`src/rtl/boot_command_responder_defines.svh`:
```
// ----------------------------------------------------------------------------
// Boot command responder assertion macros
// Shared concurrent assertion forms, clocked on clk_i and reset by rst_ni.
// ----------------------------------------------------------------------------
`ifndef BOOT_COMMAND_RESPONDER_DEFINES_SVH
`define BOOT_COMMAND_RESPONDER_DEFINES_SVH

// same-cycle implication
`define BCR_ASSERT_NOW(label, ante, cons, msg) \
  label: assert property (@(posedge clk_i) disable iff (!rst_ni) (ante) |-> (cons)) \
    else $error(msg);

// next-cycle implication
`define BCR_ASSERT_NEXT(label, ante, cons, msg) \
  label: assert property (@(posedge clk_i) disable iff (!rst_ni) (ante) |=> (cons)) \
    else $error(msg);

`endif

```
`src/rtl/bcr_pkg.sv`:
```
// ----------------------------------------------------------------------------
// bcr_pkg
// Types, codes and the CRC byte step shared by the responder modules.
// ----------------------------------------------------------------------------
`timescale 1ns / 1ps

package bcr_pkg;

  localparam int unsigned NumBytes = 8;

  localparam logic OP_TICK = 1'b0;

  localparam logic [3:0] CMD_ECHO = 4'd0;
  localparam logic [3:0] CMD_CRC  = 4'd6;

  localparam logic [7:0] RPT_ECHO = 8'd0;
  localparam logic [7:0] RPT_CRC  = 8'd5;
  localparam logic [7:0] RPT_ERR  = 8'd6;

  localparam logic [15:0] CRC_POLY = 16'hA001;

  localparam logic [2:0] REG_WDOG    = 3'd0;
  localparam logic [2:0] REG_VERSION = 3'd1;
  localparam logic [2:0] REG_SHORT   = 3'd2;
  localparam logic [2:0] REG_LONG    = 3'd3;
  localparam logic [2:0] REG_BLINK   = 3'd4;

  localparam logic [23:0] VERSION_RST = 24'h636363;
  localparam logic [15:0] SHORT_RST   = 16'd1000;
  localparam logic [15:0] LONG_RST    = 16'd10000;
  localparam logic [7:0]  BLINK_RST   = 8'd100;

  typedef struct packed {
    logic       take;
    logic       crc_step;
    logic [2:0] crc_idx;
    logic       emit;
  } ctrl_cmd_t;

  typedef struct packed {
    logic need_crc;
    logic out_busy;
  } dp_status_t;

  function automatic logic [15:0] crc_byte(input logic [15:0] acc_in,
                                           input logic [7:0]  data);
    logic [15:0] acc;
    acc = acc_in ^ {8'h00, data};
    for (int k = 0; k < 8; k++) begin
      if (acc[0]) begin
        acc = (acc >> 1) ^ CRC_POLY;
      end else begin
        acc = acc >> 1;
      end
    end
    return acc;
  endfunction

endpackage

```
`src/rtl/bcr_ctrl.sv`:
```
// ----------------------------------------------------------------------------
// bcr_ctrl
// Sequencer: takes a beat, walks the CRC over the stored bytes for a CRC command, then emits.
// ----------------------------------------------------------------------------
`timescale 1ns / 1ps

module bcr_ctrl (
  input  logic                clk_i,
  input  logic                rst_ni,
  input  logic                in_valid_i,
  output logic                in_stall_o,
  input  logic                out_stall_i,
  input  bcr_pkg::dp_status_t status_i,
  output bcr_pkg::ctrl_cmd_t  cmd_o
);
  import bcr_pkg::*;

  localparam logic [1:0] ST_IDLE = 2'd0;
  localparam logic [1:0] ST_CRC  = 2'd1;
  localparam logic [1:0] ST_EMIT = 2'd2;

  logic [1:0] state_q, state_d;
  logic [2:0] cnt_q, cnt_d;
  logic       take;
  logic       emit;

  assign in_stall_o = (state_q != ST_IDLE);
  assign take       = in_valid_i && (state_q == ST_IDLE);
  assign emit       = (state_q == ST_EMIT) && (!status_i.out_busy || !out_stall_i);

  always_comb begin
    state_d = state_q;
    cnt_d   = cnt_q;
    case (state_q)
      ST_IDLE: begin
        if (take) begin
          cnt_d   = '0;
          state_d = status_i.need_crc ? ST_CRC : ST_EMIT;
        end
      end
      ST_CRC: begin
        cnt_d = cnt_q + 3'd1;
        if (cnt_q == 3'(NumBytes - 1)) begin
          state_d = ST_EMIT;
        end
      end
      ST_EMIT: begin
        if (emit) begin
          state_d = ST_IDLE;
        end
      end
      default: begin
        state_d = ST_IDLE;
      end
    endcase
  end

  always_ff @(posedge clk_i or negedge rst_ni) begin
    if (!rst_ni) begin
      state_q <= ST_IDLE;
      cnt_q   <= '0;
    end else begin
      state_q <= state_d;
      cnt_q   <= cnt_d;
    end
  end

  always_comb begin
    cmd_o.take     = take;
    cmd_o.crc_step = (state_q == ST_CRC);
    cmd_o.crc_idx  = cnt_q;
    cmd_o.emit     = emit;
  end

endmodule

```
`src/rtl/bcr_dp.sv`:
```
// ----------------------------------------------------------------------------
// bcr_dp
// Register file, message store, timers, CRC accumulator and output beat.
// ----------------------------------------------------------------------------
`timescale 1ns / 1ps

module bcr_dp #(
  parameter int unsigned PayloadBytes = 8
) (
  input  logic                clk_i,
  input  logic                rst_ni,
  input  logic                opcode_i,
  input  logic [3:0]          cmd_id_i,
  input  logic [3:0]          payload_len_i,
  input  logic [63:0]         payload_i,
  input  logic                psel,
  input  logic                penable,
  input  logic                pwrite,
  input  logic [4:0]          paddr,
  input  logic [31:0]         pwdata,
  output logic [31:0]         prdata,
  input  logic                out_stall_i,
  input  bcr_pkg::ctrl_cmd_t  cmd_i,
  output bcr_pkg::dp_status_t status_o,
  output logic                out_valid_o,
  output logic                report_valid_o,
  output logic [63:0]         report_payload_o,
  output logic                red_led_o,
  output logic                halted_o
);
  import bcr_pkg::*;

  localparam logic [3:0] LenMax = 4'(PayloadBytes);

  logic        wdog_q;
  logic [23:0] version_q;
  logic [15:0] short_q, long_q;
  logic [7:0]  blink_rld_q;

  logic [7:0]  msg_q [NumBytes];
  logic [7:0]  msg_d [NumBytes];
  logic [7:0]  rx_q, rx_d;
  logic [15:0] time_left_q, time_left_d;
  logic        armed_q, armed_d;
  logic [7:0]  blink_q, blink_d;
  logic        led_q, led_d;
  logic        stopped_q, stopped_d;
  logic        rpt_q, rpt_d;
  logic [3:0]  cmd_q, cmd_d;
  logic [15:0] crc_q, crc_d;

  logic        out_valid_q;
  logic        rv_q, led_out_q, halted_q;
  logic [63:0] payload_q;

  logic        cfg_we;
  logic [2:0]  cfg_idx;
  logic [15:0] tl_cur;
  logic [3:0]  len_eff;
  logic [7:0]  rtype, b5, b6;
  logic [63:0] report;

  assign cfg_we  = psel && penable && pwrite;
  assign cfg_idx = paddr[4:2];

  always_ff @(posedge clk_i or negedge rst_ni) begin
    if (!rst_ni) begin
      wdog_q      <= 1'b0;
      version_q   <= VERSION_RST;
      short_q     <= SHORT_RST;
      long_q      <= LONG_RST;
      blink_rld_q <= BLINK_RST;
    end else if (cfg_we) begin
      case (cfg_idx)
        REG_WDOG:    wdog_q      <= pwdata[0];
        REG_VERSION: version_q   <= pwdata[23:0];
        REG_SHORT:   short_q     <= pwdata[15:0];
        REG_LONG:    long_q      <= pwdata[15:0];
        REG_BLINK:   blink_rld_q <= pwdata[7:0];
        default: ;
      endcase
    end
  end

  always_comb begin
    case (cfg_idx)
      REG_WDOG:    prdata = {31'd0, wdog_q};
      REG_VERSION: prdata = {8'd0, version_q};
      REG_SHORT:   prdata = {16'd0, short_q};
      REG_LONG:    prdata = {16'd0, long_q};
      REG_BLINK:   prdata = {24'd0, blink_rld_q};
      default:     prdata = '0;
    endcase
  end

  assign tl_cur  = armed_q ? time_left_q : (wdog_q ? long_q : short_q);
  assign len_eff = (payload_len_i > LenMax) ? LenMax : payload_len_i;

  always_comb begin
    msg_d       = msg_q;
    rx_d        = rx_q;
    time_left_d = time_left_q;
    armed_d     = armed_q;
    blink_d     = blink_q;
    led_d       = led_q;
    stopped_d   = stopped_q;
    rpt_d       = rpt_q;
    cmd_d       = cmd_q;
    crc_d       = crc_q;
    if (cmd_i.take) begin
      rpt_d = 1'b0;
      cmd_d = cmd_id_i;
      crc_d = '0;
      if (!stopped_q) begin
        armed_d     = 1'b1;
        time_left_d = tl_cur;
        if (opcode_i == OP_TICK) begin
          if (blink_q == 8'd0) begin
            blink_d = blink_rld_q;
            led_d   = ~led_q;
          end else begin
            blink_d = blink_q - 8'd1;
          end
          if (tl_cur == 16'd0) begin
            stopped_d = 1'b1;
          end else begin
            time_left_d = tl_cur - 16'd1;
          end
        end else begin
          for (int i = 0; i < NumBytes; i++) begin
            if (4'(i) < len_eff) begin
              msg_d[i] = payload_i[8*i +: 8];
            end
          end
          rx_d        = rx_q + 8'd1;
          time_left_d = long_q;
          rpt_d       = 1'b1;
        end
      end
    end
    if (cmd_i.crc_step) begin
      crc_d = crc_byte(crc_q, msg_q[cmd_i.crc_idx]);
    end
  end

  always_ff @(posedge clk_i or negedge rst_ni) begin
    if (!rst_ni) begin
      for (int i = 0; i < NumBytes; i++) begin
        msg_q[i] <= '0;
      end
      rx_q        <= '0;
      time_left_q <= '0;
      armed_q     <= 1'b0;
      blink_q     <= BLINK_RST;
      led_q       <= 1'b1;
      stopped_q   <= 1'b0;
      rpt_q       <= 1'b0;
    end else begin
      msg_q       <= msg_d;
      rx_q        <= rx_d;
      time_left_q <= time_left_d;
      armed_q     <= armed_d;
      blink_q     <= blink_d;
      led_q       <= led_d;
      stopped_q   <= stopped_d;
      rpt_q       <= rpt_d;
    end
  end

  always_ff @(posedge clk_i) begin
    cmd_q <= cmd_d;
    crc_q <= crc_d;
  end

  always_comb begin
    if (cmd_q == CMD_ECHO) begin
      rtype = RPT_ECHO;
      b5    = '0;
      b6    = '0;
    end else if (cmd_q == CMD_CRC) begin
      rtype = RPT_CRC;
      b5    = crc_q[15:8];
      b6    = crc_q[7:0];
    end else begin
      rtype = RPT_ERR;
      b5    = {4'd0, cmd_q};
      b6    = '0;
    end
    report = {rx_q, b6, b5, rtype, 8'd1,
              version_q[7:0], version_q[15:8], version_q[23:16]};
  end

  always_ff @(posedge clk_i or negedge rst_ni) begin
    if (!rst_ni) begin
      out_valid_q <= 1'b0;
      rv_q        <= 1'b0;
      led_out_q   <= 1'b1;
      halted_q    <= 1'b0;
    end else begin
      if (cmd_i.emit) begin
        out_valid_q <= 1'b1;
        rv_q        <= rpt_q;
        led_out_q   <= led_q;
        halted_q    <= stopped_q;
      end else if (!out_stall_i) begin
        out_valid_q <= 1'b0;
      end
    end
  end

  always_ff @(posedge clk_i) begin
    if (cmd_i.emit) begin
      payload_q <= rpt_q ? report : '0;
    end
  end

  assign status_o.need_crc = (opcode_i != OP_TICK) && (cmd_id_i == CMD_CRC) && !stopped_q;
  assign status_o.out_busy = out_valid_q;

  assign out_valid_o      = out_valid_q;
  assign report_valid_o   = rv_q;
  assign report_payload_o = payload_q;
  assign red_led_o        = led_out_q;
  assign halted_o         = halted_q;

endmodule

```
`src/rtl/boot_command_responder.sv`:
```
// ----------------------------------------------------------------------------
// boot_command_responder
// Boot command responder with LED blink and idle-timeout supervisor.
//
// Input channel (in_valid_i / in_stall_o) carries one beat per item: a 1 ms
// tick (opcode 0) or a received command message (opcode 1). Output channel
// (out_valid_o / out_stall_i) returns exactly one beat per item with the
// report, the LED level and the halted flag after that item.
// A tick or a ping/unknown message passes from accept to the EMIT state and
// then into the output register; a CRC test first walks the CRC state, as the
// CRC unit folds one stored byte per cycle over the eight stored bytes. The
// next item is accepted the cycle after the result enters the output register.
// When the receiver stalls, the output beat holds; one more item may be
// accepted and carried to its emit, then in_stall_o stays high until the output frees.
// Reset clears the message store, counters and timer, sets the LED on and
// restores the register defaults. The idle timer is loaded on the first item
// after reset; once it expires, items are still answered but ignored. The user
// must write registers over the APB port while the block is idle (unchecked).
// ----------------------------------------------------------------------------
`timescale 1ns / 1ps

module boot_command_responder #(
  parameter int unsigned PAYLOAD_BYTES = 8
) (
  input  logic        clk_i,
  input  logic        rst_ni,
  input  logic        in_valid_i,
  output logic        in_stall_o,
  input  logic        opcode_i,
  input  logic [3:0]  cmd_id_i,
  input  logic [3:0]  payload_len_i,
  input  logic [63:0] payload_i,
  output logic        out_valid_o,
  input  logic        out_stall_i,
  output logic        report_valid_o,
  output logic [63:0] report_payload_o,
  output logic        red_led_o,
  output logic        halted_o,
  input  logic        psel,
  input  logic        penable,
  input  logic        pwrite,
  input  logic [4:0]  paddr,
  input  logic [31:0] pwdata,
  output logic [31:0] prdata,
  output logic        pready
);
  import bcr_pkg::*;

  `include "boot_command_responder_defines.svh"

  ctrl_cmd_t  cmd;
  dp_status_t status;

  assign pready = 1'b1;

  bcr_ctrl u_ctrl (
    .clk_i      (clk_i),
    .rst_ni     (rst_ni),
    .in_valid_i (in_valid_i),
    .in_stall_o (in_stall_o),
    .out_stall_i(out_stall_i),
    .status_i   (status),
    .cmd_o      (cmd)
  );

  bcr_dp #(
    .PayloadBytes(PAYLOAD_BYTES)
  ) u_dp (
    .clk_i           (clk_i),
    .rst_ni          (rst_ni),
    .opcode_i        (opcode_i),
    .cmd_id_i        (cmd_id_i),
    .payload_len_i   (payload_len_i),
    .payload_i       (payload_i),
    .psel            (psel),
    .penable         (penable),
    .pwrite          (pwrite),
    .paddr           (paddr),
    .pwdata          (pwdata),
    .prdata          (prdata),
    .out_stall_i     (out_stall_i),
    .cmd_i           (cmd),
    .status_o        (status),
    .out_valid_o     (out_valid_o),
    .report_valid_o  (report_valid_o),
    .report_payload_o(report_payload_o),
    .red_led_o       (red_led_o),
    .halted_o        (halted_o)
  );

  `BCR_ASSERT_NEXT(a_halt_sticky, halted_o, halted_o, "halted flag dropped")
  `BCR_ASSERT_NOW(a_no_report_halted, report_valid_o, !halted_o, "report after halt")
  `BCR_ASSERT_NEXT(a_busy_after_take, in_valid_i && !in_stall_o, in_stall_o,
                   "input taken while item in flight")
  `BCR_ASSERT_NOW(a_emit_excl, cmd.emit, !cmd.take && !cmd.crc_step,
                  "emit overlaps take or crc step")

endmodule
```
`config.mk`:
```
export PLATFORM = sky130hd
export DESIGN_NAME = boot_command_responder
export DESIGN_NICKNAME = d
export VERILOG_FILES = /design/src/rtl/bcr_pkg.sv /design/src/rtl/bcr_ctrl.sv /design/src/rtl/bcr_dp.sv /design/src/rtl/boot_command_responder.sv
export VERILOG_INCLUDE_DIRS = /design/src /design/src/rtl
export SDC_FILE = /design/constraint.sdc
export NUM_CORES = 1
export LEC_CHECK = 0
export BUFFER_PORTS_ARGS = -buffer_cell sky130_fd_sc_hd__buf_2
export CAP_MARGIN = 20
export CORE_MARGIN = 2
export CORE_UTILIZATION = 40
export CTS_CLUSTER_SIZE = 12
export DETAILED_ROUTE_END_ITERATION = 6
export GPL_TIMING_DRIVEN = 0
export PLACE_DENSITY = 0.68
export SETUP_SLACK_MARGIN = 0.02
export SYNTH_ARGS = -nofsm -noshare
export SYNTH_HDL_FRONTEND = slang
export SYNTH_SLANG_ARGS = --single-unit
```
`constraint.sdc`:
```
create_clock -name clk_i -period 4.4 [get_ports clk_i]
set_clock_uncertainty 0.05 [all_clocks]
set_input_delay 0.44 -clock clk_i [delete_from_list [all_inputs] [get_ports clk_i]]
set_output_delay 0.44 -clock clk_i [all_outputs]
set_load 0.02 [all_outputs]
```
==> results.json <==
{
  "cts_tree": "done",
  "hpwl_um": 20200,
  "ys.flop_type": "dfrtp_1",
  "finalHoldViolCount": 0,
  "critPathLaunchType": "flop",
  "hold_path_class": "input port to flop",
  "ys_types": 62,
  "syn_inst": 931,
  "fin_area_um2": 14200,
  "layout_commonest_cell": "buf_2",
  "maxSlewViolCount": 0,
  "path_buf_inv": 2,
  "totalWireLength_um": 27800,
  "rsz0062_at_grt": "false",
  "yosys.area_share.xor_xnor_pct": 3.48,
  "leakage_nw": 6.23,
  "final_util_pct": 49.4,
  "r2r_start": "u_dp.wdog_q",
  "cap_violations": 0,
  "critPathTopFamily": "simple AND/OR/NAND/NOR gates",
  "die_h_um": 175,
  "drive_gt1_share_pct": 38.7,
  "cp-end-kind": "flop",
  "place_area_um2": 13200,
  "setup_viol": 0,
  "grt_use_total_pct": 18.0,
  "core_um2": 28800,
  "ios": 219,
  "synth_fa_ha_area_share_pct": 0.748,
  "num_vias": 7926,
  "grt_max_degree": 115,
  "critPathKind": "flop to flop",
  "start_util_pct": 40.7,
  "status": "complete, no violations",
  "drc": 0,
  "fin_crit_ns": 3.91,
  "root_buffer": "clkbuf_16",
  "areaGrowthSynthToFinish_pct": 21.4,
  "crit_slowest_cell": "buf_1",
  "synth_compound_area_share_pct": 7.03,
  "syn_area_per_cell_um2": 12.6,
  "io_buffers": 185,
  "clockBufferDepth": 3,
  "relSlewSlack_pct": 31.0,
  "synth_edf_count": 72,
  "layout_common_cells": "buf_2, mux2_2, dfrtp_1, edfxtp_1, nand2_1",
  "placementRows": 62,
  "fp.dieW_um": 175,
  "fin_hold_ws_ns": 0.0515,
  "cts_buffers": 28,
  "power.density_nw_per_um2": 587,
  "finalCritPeriodShare_pct": 88.8,
  "worstPathRequired_ns": 4.75,
  "ys_seq_area_share_pct": 56.0,
  "async_reset_ff_share_pct": 70.7,
  "numClockSinks": 246,
  "clk_pin_slew_ns": 0.06,
  "worst_pin_slew_ns": 1.03,
  "yosys.area_share.simple_pct": 9.80,
  "grt_pass1_wl_um": 44100,
  "clk_latency_ns": 0.54,
  "dieArea_um2": 30600,
  "synth_top_family_by_area": "multiplexers",
  "via_per_inst": 5.03,
  "worstPathMaxFanout": 10,
  "detail_route.wl_per_cell_um": 17.6,
  "grt_pass1_vias": 8037,
  "antenna_found_initial": 1,
  "crit_start": "u_dp.wdog_q",
  "fill_cells": 2551,
  "drtAntennaViolNets": 0,
  "peakVddDrop_uv": 342,
  "arrival_ns": 4.26,
  "synthesis.area_um2": 11700,
  "yosys_warnings": 0,
  "synth-seq-cells": 246,
  "synthMuxAreaShare_pct": 19.3,
  "hp-start": "cmd_id_i[3]",
  "critical_path.cell_chain": "buf_2 > buf_1 > mux2_2 > mux2i_1 > ha_1 > o211a_1 > and4bb_2 > nand4_1 > nor2_2 > nor3_1 > a211oi_1 > o31ai_1",
  "fin_nets": 1294,
  "drt_iter0_markers": 339,
  "max_stage_delay_ns": 0.58,
  "cts_max_level": 1,
  "setup_tns_ns": 0,
  "gp_congestion": 0.828,
  "max_freq_mhz": 256,
  "grt_remaining_overflow": 0,
  "dr.pass1.iters": 5
}
[final cells by class]
cell class / instances / area [um2] / share of cell area, %
inverter: 16 / 60.1 / 0.423
multi-input combinational: 626 / 4810 / 33.8
clock buffer: 43 / 857 / 6.03
clock inverter: 9 / 88.8 / 0.625
antenna: 1 / 2.50 / 0.0176
tap: 384 / 480 / 3.38
timing repair buffer: 190 / 1000 / 7.06
sequential: 246 / 6560 / 46.1
buffer: 62 / 355 / 2.50
[where the power goes]
group          switching (mW)  internal (mW)  leakage [nW]
registers               0.399           3.12          2.79
logic                    1.27           1.23          2.98
clock network           0.925           1.40         0.464
total                    2.60           5.74          6.23
[synth_stat cells (all sizes together) (21+ instances only)]
cell / n / area [um2]
dfstp: 31 / 815
mux2i: 46 / 460
buf: 31 / 239
xnor2: 26 / 243
edfxtp: 72 / 2160
a21oi: 21 / 105
nand2: 61 / 229
nor2: 43 / 161
mux2: 156 / 1760
and2: 58 / 363
o21ai: 40 / 200
clkbuf: 31 / 116
dfrtp: 143 / 3580
[final timing paths]
| check | to | slack (ns) | depth (start not counted) |
|---|---|---|---|
| worst max-delay path | u_dp.time_left_q[3] | 0.49 | 12 |
| worst min-delay path | u_dp.cmd_q[3] | 0.05 | 1 |
| worst max register to register | u_dp.time_left_q[3] | 0.49 | 12 |
| worst min register to register | u_dp.rx_q[7] | 0.42 | 1 |
| max in group asynchronous | u_dp.blink_q[4] | 2.93 | 3 |
| min in group asynchronous | u_dp.msg_q[11] | 0.37 | 2 |
[stage by stage]
stage | std cells | setup WS, ns | total power, mW
finish | 1577 | 0.491 | 8.34
global route | 1576 | 0.170 | 8.83
CTS | 1575 | 0.352 | 8.42
detailed placement | 1522 | 0.405 | 6.04
global placement | 1519 | -0.0493 | 5.95
floorplan | 950 | 1.22 | 5.34
[sequential cells by signal (all words and copies together) (netlist names), 2 cells and up]
signal / cells
u_dp.rx_q: 8
u_dp.blink_q: 8
u_dp.short_q: 16
u_dp.cmd_q: 4
u_dp.version_q: 24
u_ctrl.state_q: 2
u_dp.blink_rld_q: 8
u_dp.crc_q: 16
u_dp.time_left_q: 16
u_dp.msg_q: 64
u_dp.report_payload_o: 52
u_ctrl.cnt_q: 3
u_dp.long_q: 16
[routing by layer]
layer	wire (um)	track usage, %	part of all wire [%]
met1	12400	24.8	45
met2	13400	29.8	48
met3	1250	2.81	4.5
met4	645	4.65	2.3
met5	0	0	0
[kinds of logic after synthesis]
family,Yosys count
mux,204
flops,246
buf+inv,78
other cells,2
xor+xnor,40
fa+ha+maj,7
compound gates,128
simple gates,226
[repair_timing]
action | in CTS | in global routing
hold buffers | 1 | 0
buffers inserted | 0 | 0
endpoints found under the hold margin | 60 | 0
resized for setup | 0 | 1
endpoints found under the setup margin | 0 | 2
No activity file was read; power rests on OpenSTA's default activity.
